[src/design/swm_pkg.sv]
// Shared types and constants of the sliding window median filter.
package swm_pkg;

    // Register index decoded from paddr[2]
    localparam logic REG_WINDOW_SIZE = 1'b0;

    // Width and reset value of the window_size register
    localparam int          CFG_BITS     = 5;
    localparam logic [4:0]  WINDOW_RESET = 5'd3;

    // Control handed from one cell to the next one up the chain
    typedef struct packed {
        logic valid;    // compacted entry of the lower cell is occupied
        logic ins;      // new sample sits at or below the lower cell
        logic dropped;  // the oldest entry was found at or below the lower cell
    } t_link;

    // Controls broadcast to every cell
    typedef struct packed {
        logic load;     // a sample transaction is taken this cycle
        logic clear;    // empty the window
        logic restart;  // treat all stored entries as gone for this sample
        logic full;     // the window is full, so the oldest entry leaves
    } t_bcast;

endpackage

[src/design/sliding_window_median.sv]
// Top level of the sliding window median filter: cell chain, fill count, median output.
//
// Keeps the last window_size samples (1..WINDOW_MAX, register at address 0; 0 acts as 1,
// larger values act as WINDOW_MAX) in ascending order in a chain of cells, one entry per
// cell. A sample transaction updates all cells together: the oldest entry leaves
// and the new sample drops into its sorted place. Once the window is full each sample
// yields twice the median (sum of the two middle values for an even window); it waits as
// pending until the middle cells load the output register. While the window fills, a
// sample can be taken on every cycle; a sample that yields a median closes the input for
// the next cycle, so a full window takes no sample while a median is pending. The input
// stays closed longer only while a computed median waits behind an unread result.
// A set restart flag empties the window before its sample; any write of window_size
// empties it too.
module sliding_window_median #(
    parameter int WINDOW_MAX  = 16,
    parameter int SAMPLE_BITS = 16
) (
    input  logic                         i_clk,
    input  logic                         i_rst_n,
    // Sample channel
    input  logic                         i_valid,
    output logic                         o_ready,
    input  logic signed [SAMPLE_BITS-1:0] i_sample,
    input  logic                         i_restart,
    // Result channel
    output logic                         o_valid,
    input  logic                         i_ready,
    output logic signed [SAMPLE_BITS:0]  o_median_x2,
    // Configuration port
    input  logic                         psel,
    input  logic                         penable,
    input  logic                         pwrite,
    input  logic [2:0]                   paddr,
    input  logic [31:0]                  pwdata,
    output logic [31:0]                  prdata,
    output logic                         pready
);

    localparam int SW = SAMPLE_BITS;
    localparam int AW = (WINDOW_MAX > 1) ? $clog2(WINDOW_MAX) : 1;
    localparam int CW = $clog2(WINDOW_MAX + 1);
    localparam int XW = (CW > swm_pkg::CFG_BITS) ? CW : swm_pkg::CFG_BITS;

    logic [swm_pkg::CFG_BITS-1:0] r_cfg;
    logic [CW-1:0]                r_fill;
    logic [CW-1:0]                n_fill;
    logic                         r_pend;
    logic                         r_out_valid;
    logic signed [SW:0]           r_out;

    logic                         cfg_wr;
    logic                         accept;
    logic                         move;
    logic [XW-1:0]                cfg_x;
    logic [CW-1:0]                w_eff;
    logic [AW-1:0]                w_last;
    logic [AW-1:0]                hi_idx;
    logic [AW-1:0]                lo_idx;
    logic [CW-1:0]                base_fill;
    logic                         full;
    logic                         result;
    swm_pkg::t_bcast              bc;

    swm_pkg::t_link               cell_link  [WINDOW_MAX];
    logic signed [SW-1:0]         cell_cval  [WINDOW_MAX];
    logic [AW-1:0]                cell_cage  [WINDOW_MAX];
    logic [WINDOW_MAX-1:0]        cell_valid;
    logic signed [SW-1:0]         cell_value [WINDOW_MAX];
    logic [AW-1:0]                cell_age   [WINDOW_MAX];

    logic signed [SW-1:0]         tap_lo;
    logic signed [SW-1:0]         tap_hi;
    logic signed [SW:0]           median;

    // Configuration register
    assign cfg_wr = psel && penable && pwrite;
    assign pready = 1'b1;

    always_ff @(posedge i_clk) begin
        if (!i_rst_n) begin
            r_cfg <= swm_pkg::WINDOW_RESET;
        end else if (cfg_wr && (paddr[2] == swm_pkg::REG_WINDOW_SIZE)) begin
            r_cfg <= pwdata[swm_pkg::CFG_BITS-1:0];
        end
    end

    always_comb begin
        prdata = '0;
        if (paddr[2] == swm_pkg::REG_WINDOW_SIZE) begin
            prdata = 32'(r_cfg);
        end
    end

    // Effective window size and the cell taps it selects
    always_comb begin
        cfg_x = XW'(r_cfg);
        if (cfg_x == '0) begin
            w_eff = CW'(1);
        end else if (cfg_x > XW'(WINDOW_MAX)) begin
            w_eff = CW'(WINDOW_MAX);
        end else begin
            w_eff = cfg_x[CW-1:0];
        end
        w_last = AW'(w_eff - CW'(1));
        hi_idx = AW'(w_eff >> 1);
        lo_idx = w_eff[0] ? hi_idx : hi_idx - AW'(1);
    end

    // Fill bookkeeping for the sample being taken
    assign o_ready = !r_pend;
    assign accept  = i_valid && o_ready;

    always_comb begin
        base_fill = i_restart ? '0 : r_fill;
        full      = (base_fill >= w_eff);
        n_fill    = full ? base_fill : base_fill + CW'(1);
        result    = (n_fill == w_eff);
        bc        = '{load: accept, clear: cfg_wr, restart: i_restart, full: full};
    end

    always_ff @(posedge i_clk) begin
        if (!i_rst_n || cfg_wr) begin
            r_fill <= '0;
        end else if (accept) begin
            r_fill <= n_fill;
        end
    end

    // Cell chain
    for (genvar g = 0; g < WINDOW_MAX; g++) begin : g_cell
        swm_pkg::t_link       lo_link;
        logic signed [SW-1:0] lo_value;
        logic [AW-1:0]        lo_age;
        logic                 up_valid;
        logic signed [SW-1:0] up_value;
        logic [AW-1:0]        up_age;

        if (g == 0) begin : g_bottom
            assign lo_link  = '0;
            assign lo_value = '0;
            assign lo_age   = '0;
        end else begin : g_mid
            assign lo_link  = cell_link[g-1];
            assign lo_value = cell_cval[g-1];
            assign lo_age   = cell_cage[g-1];
        end

        if (g == WINDOW_MAX - 1) begin : g_top
            assign up_valid = 1'b0;
            assign up_value = '0;
            assign up_age   = '0;
        end else begin : g_below
            assign up_valid = cell_valid[g+1];
            assign up_value = cell_value[g+1];
            assign up_age   = cell_age[g+1];
        end

        swm_cell #(
            .SW(SW),
            .AW(AW)
        ) u_cell (
            .i_clk      (i_clk),
            .i_rst_n    (i_rst_n),
            .i_bc       (bc),
            .i_sample   (i_sample),
            .i_w_last   (w_last),
            .i_lo_link  (lo_link),
            .i_lo_value (lo_value),
            .i_lo_age   (lo_age),
            .i_up_valid (up_valid),
            .i_up_value (up_value),
            .i_up_age   (up_age),
            .o_link     (cell_link[g]),
            .o_c_value  (cell_cval[g]),
            .o_c_age    (cell_cage[g]),
            .o_valid    (cell_valid[g]),
            .o_value    (cell_value[g]),
            .o_age      (cell_age[g])
        );
    end

    // Pick the middle cells and sum them
    always_comb begin
        tap_lo = '0;
        tap_hi = '0;
        for (int k = 0; k < WINDOW_MAX; k++) begin
            if (AW'(k) == lo_idx) begin
                tap_lo = tap_lo | cell_value[k];
            end
            if (AW'(k) == hi_idx) begin
                tap_hi = tap_hi | cell_value[k];
            end
        end
        median = (SW+1)'(tap_lo) + (SW+1)'(tap_hi);
    end

    // Median pending, then output register
    assign move = r_pend && (!r_out_valid || i_ready);

    always_ff @(posedge i_clk) begin
        if (!i_rst_n) begin
            r_pend      <= 1'b0;
            r_out_valid <= 1'b0;
        end else begin
            if (accept && result) begin
                r_pend <= 1'b1;
            end else if (move) begin
                r_pend <= 1'b0;
            end
            if (move) begin
                r_out_valid <= 1'b1;
            end else if (i_ready) begin
                r_out_valid <= 1'b0;
            end
        end
    end

    always_ff @(posedge i_clk) begin
        if (move) begin
            r_out <= median;
        end
    end

    assign o_valid     = r_out_valid;
    assign o_median_x2 = r_out;

`ifndef ASSERT_OFF
    // Occupied cells match the fill count
    a_fill_matches_cells: assert property (@(posedge i_clk) disable iff (!i_rst_n)
        $countones(cell_valid) == int'(r_fill))
        else $error("cell occupancy differs from fill count");

    // Fill count never exceeds the window
    a_fill_in_window: assert property (@(posedge i_clk) disable iff (!i_rst_n)
        r_fill <= w_eff)
        else $error("fill count above window size");

    // A full window always finds its oldest entry
    a_oldest_found: assert property (@(posedge i_clk) disable iff (!i_rst_n)
        accept && full |-> cell_link[WINDOW_MAX-1].dropped)
        else $error("oldest entry not found in full window");

    // A completed window queues a median
    a_result_queued: assert property (@(posedge i_clk) disable iff (!i_rst_n)
        accept && result && !cfg_wr |=> r_pend || r_out_valid)
        else $error("median not queued");
`endif

endmodule

[src/design/swm_cell.sv]
// One cell of the sorted window: holds one entry and its age.
module swm_cell #(
    parameter int SW = 16,
    parameter int AW = 4
) (
    input  logic                 i_clk,
    input  logic                 i_rst_n,
    input  swm_pkg::t_bcast      i_bc,
    input  logic signed [SW-1:0] i_sample,
    input  logic [AW-1:0]        i_w_last,
    input  swm_pkg::t_link       i_lo_link,
    input  logic signed [SW-1:0] i_lo_value,
    input  logic [AW-1:0]        i_lo_age,
    input  logic                 i_up_valid,
    input  logic signed [SW-1:0] i_up_value,
    input  logic [AW-1:0]        i_up_age,
    output swm_pkg::t_link       o_link,
    output logic signed [SW-1:0] o_c_value,
    output logic [AW-1:0]        o_c_age,
    output logic                 o_valid,
    output logic signed [SW-1:0] o_value,
    output logic [AW-1:0]        o_age
);

    logic                 r_valid;
    logic signed [SW-1:0] r_value;
    logic [AW-1:0]        r_age;
    logic                 n_valid;
    logic signed [SW-1:0] n_value;
    logic [AW-1:0]        n_age;

    logic                 own_valid;
    logic                 up_valid;
    logic                 drop_here;
    logic                 dropped;
    logic                 c_valid;
    logic signed [SW-1:0] c_value;
    logic [AW-1:0]        c_age;
    logic                 ins;

    // Drop the oldest entry: cells at and above it take their upper neighbor
    always_comb begin
        own_valid = r_valid && !i_bc.restart;
        up_valid  = i_up_valid && !i_bc.restart;
        drop_here = own_valid && i_bc.full && (r_age == i_w_last);
        dropped   = i_lo_link.dropped || drop_here;
        if (dropped) begin
            c_valid = up_valid;
            c_value = i_up_value;
            c_age   = i_up_age;
        end else begin
            c_valid = own_valid;
            c_value = r_value;
            c_age   = r_age;
        end
        ins = !c_valid || (c_value > i_sample);
    end

    // Insert the sample: shift up above the insertion point, age survivors
    always_comb begin
        if (i_lo_link.ins) begin
            n_valid = i_lo_link.valid;
            n_value = i_lo_value;
            n_age   = i_lo_age + AW'(1);
        end else if (ins) begin
            n_valid = 1'b1;
            n_value = i_sample;
            n_age   = '0;
        end else begin
            n_valid = c_valid;
            n_value = c_value;
            n_age   = c_age + AW'(1);
        end
    end

    // Occupancy
    always_ff @(posedge i_clk) begin
        if (!i_rst_n || i_bc.clear) begin
            r_valid <= 1'b0;
        end else if (i_bc.load) begin
            r_valid <= n_valid;
        end
    end

    // Entry payload
    always_ff @(posedge i_clk) begin
        if (i_bc.load) begin
            r_value <= n_value;
            r_age   <= n_age;
        end
    end

    assign o_link    = '{valid: c_valid, ins: ins, dropped: dropped};
    assign o_c_value = c_value;
    assign o_c_age   = c_age;
    assign o_valid   = r_valid;
    assign o_value   = r_value;
    assign o_age     = r_age;

endmodule

[config.mk]
export PLATFORM = sky130hd
export DESIGN_NAME = sliding_window_median
export DESIGN_NICKNAME = d
export VERILOG_FILES = /design/src/design/swm_pkg.sv /design/src/design/sliding_window_median.sv /design/src/design/swm_cell.sv
export SDC_FILE = /design/constraint.sdc
export NUM_CORES = 2
export LEC_CHECK = 0
export BUFFER_PORTS_ARGS = -buffer_cell sky130_fd_sc_hd__buf_4
export CAP_MARGIN = 20
export CORE_AREA = 8 8 341 425
export DETAILED_ROUTE_END_ITERATION = 7
export DIE_AREA = 0 0 349 433
export GPL_ROUTABILITY_DRIVEN = 0
export PLACE_DENSITY = 0.36
export SLEW_MARGIN = 20
export SYNTH_ARGS = -nofsm -noshare
export SYNTH_HDL_FRONTEND = slang
export SYNTH_SLANG_ARGS = --single-unit
[constraint.sdc]
create_clock -name i_clk -period 15.3 [get_ports i_clk]
set_input_delay 1.53 -clock i_clk [delete_from_list [all_inputs] [get_ports i_clk]]
set_output_delay 1.53 -clock i_clk [all_outputs]
set_load 0.005 [all_outputs]
==> results.ini <==
[synthesis]
synth_edf_count=337
yosysUniqueCellTypes=107
yosysMostFrequentCell=edfxtp_1
ys.flop_type=edfxtp_1
netlist_area_um2=34300
seq_area_frac_synth=0.312
synth_common_cells=edfxtp_1, ha_1, mux2_2, nor2_1, mux2i_1
netlist.area_leader.share=0.295
synth-warning-count=0
postSynthAreaPerCell_um2=9.70
postSynthCellCount=3534
synth_seq_cells=365
yosysTopAreaCell=edfxtp_1
synth_top_cells_by_area=edfxtp_1, ha_1, mux2_2
synthArstFlopShare=0

[detailed_routing]
drt_first_pass_iters=6
antenna_left=0
drcViolationCount=0
vias=28800
drt_iter0_markers=2166
wire_per_inst_um=25.2
totalWireLength_mm=136
viasPerCell=5.35

[power_and_ir_drop]
peakVddDrop_v=0.0000782
leakage_nw=13.7
powerDensity_nw_per_um2=85.7

[timing]
max_freq_mhz=112
timing.final.crit_share=0.584
finalSetupTns_ps=0
hold_viol=0
max_slew_margin=0.275
period_needed_ps=8930
tightest_slew_ps=1090
finalMaxSlewViolations=0
rsz0062_at_grt=false
setup_viol=0
clock_skew_ps=32.3
setup_ws_ps=6370

[clock_tree]
postCtsHoldBufs=0
postCtsSetupBuffers=0
cts-root-buf=clkbuf_16
clkSlewWorstSetupHoldPaths_ps=60
cts_resized=0
htree_levels=2
numCtsBuffers=53
ctsLongestPathBuffers=3
cts_sinks=365
insertion_delay_ps=670
cts_tree=done

[critical_path]
r2r_cells=27
worst_ep_required_time_ps=15700
worstReg2RegEnd=g_cell[15].u_cell.o_value[10]
slowest_stage=dfxtp_1
reg2reg_slack_ps=6370
worstPathMaxFanout=28
cpPeakStageDelay_ps=690
critical_path_class=reg -> reg
cp-start-kind=register
path_common_cell=buf_4
crit_arrival_ps=9330
r2r-start=cfg_x[4]
cp-end-kind=register

[global_route]
grt_pass1_vias=29300
grt_max_degree=139
antenna_found_initial=0
grt_pass1_wl_mm=199
overflow=0
grt.total_usage=0.172

[die]
rows=153
die_w_um=349
io_pins=111
fp.coreArea_um2=138000
die-area_um2=151000
die_h_um=433
initial_core_util=0.248

[placement]
hpwl_mm=99.9
pre_cts_slack_ps=5690
portBuffers=53

[hold_path]
min_path_cells=2
hp-class=reg -> reg
holdPathEnd=r_pend
holdCritStartpoint=r_pend

[job]
maxCapViolCount=0

[cells_and_area]
drive_gt1_frac=0.164
final_nets=3842
syn2layout_area_growth_pct=11.5

[outcome]
status=finished clean

[report_power, final]
group / internal, mW / total, mW / switching (mW)
clock network: 0.673 / 1.21 / 0.538
registers: 1.21 / 1.30 / 0.0943
logic: 0.313 / 0.767 / 0.454
total: 2.19 / 3.28 / 1.09
[worst max path at each step]
stage          startpoint                       endpoint  slack (ps)  depth (start not counted)
2_1_floorplan     i_valid                      r_fill[3]        3860                          4
3_3_place_gp    i_restart   g_cell[15].u_cell.o_value[8]        5640                         25
3_5_place_dp    i_restart     g_cell[13].u_cell.o_age[3]        5690                         23
4_1_cts          cfg_x[4]     g_cell[13].u_cell.o_age[3]        6120                         23
5_1_grt          cfg_x[4]   g_cell[15].u_cell.o_value[3]        5770                         26
6_report         cfg_x[4]  g_cell[15].u_cell.o_value[10]        6370                         27
[critical path, delay by kind of cell (launching register included)]
| kind | cells | cell delay, ps |
|---|---|---|
| and+or+nand+nor | 11 | 2650 |
| muxes | 2 | 710 |
| buffers and inverters | 6 | 1620 |
| xor gates and xnor gates | 1 | 240 |
| AOI/OAI and AO/OA | 5 | 2170 |
| DFF | 1 | 690 |
| adders and majority gates | 2 | 550 |
[through the flow]
stage	std cells	utilization	cell area [µm²]	hold WS (ps)	total power, mW
floorplan	3560	-	34400	450	1.83
global placement	5287	0.265	36600	463	2.09
detailed placement	5287	0.265	36600	475	2.09
CTS	5386	0.276	38200	485	3.34
global route	5386	0.276	38200	500	3.45
finish	5387	0.276	38200	483	3.28
[cell usage in the layout, fill, tap and decap left out, types with 25 or more instances in the layout]
cell,count
clkbuf_16,53
or3_1,73
nand3_1,105
inv_1,114
ha_1,300
edfxtp_1,337
o22ai_1,40
a21oi_1,145
mux2_2,276
nor2b_1,39
a211oi_1,26
and3_1,33
xor2_1,50
a22oi_1,148
nand2b_1,25
buf_4,151
mux2i_1,175
nand4_1,79
a21o_1,47
nor2_1,207
dfxtp_1,28
o21ai_0,92
conb_1,28
o221ai_1,50
o2bb2ai_1,43
a221oi_1,54
xnor2_1,36
nor3_1,76
o211ai_1,47
a31oi_1,56
and2_1,33
nand2_1,156
[cells by family after synthesis]
family	Yosys count	synth area share
other	2	0.000219
adder cells (fa/ha/maj)	301	0.110
AND/OR/NAND/NOR	926	0.142
AO/OA/AOI/OAI	977	0.208
XOR/XNOR	90	0.0244
buffers and inverters	403	0.0542
flip-flops	365	0.312
multiplexers	470	0.149
[cell type report]
type,count,area [µm²]
clock buffer,69,1400
fill,14700,100000
clock inverter,30,206
sequential,365,10700
inverter,118,450
tap,1860,2330
multi-input combinational,2792,22000
antenna,1,2.50
timing repair buffer,152,1150
[sequential cells by signal, summed over array words and instances, names as in the netlist]
signal,cells
g_cell.u_cell.o_valid,16
g_cell.u_cell.o_value,256
o_median_x2,17
cfg_x,5
r_fill,5
o_valid,1
g_cell.u_cell.o_age,64
r_pend,1
[routing by layer]
metal | share of wire | GRT usage
met1 | 0.44 | 0.217
met2 | 0.50 | 0.306
met3 | 0.037 | 0.0216
met4 | 0.030 | 0.0499
met5 | 0.00046 | 0.00319
No activity file was read; power rests on OpenSTA's default activity.
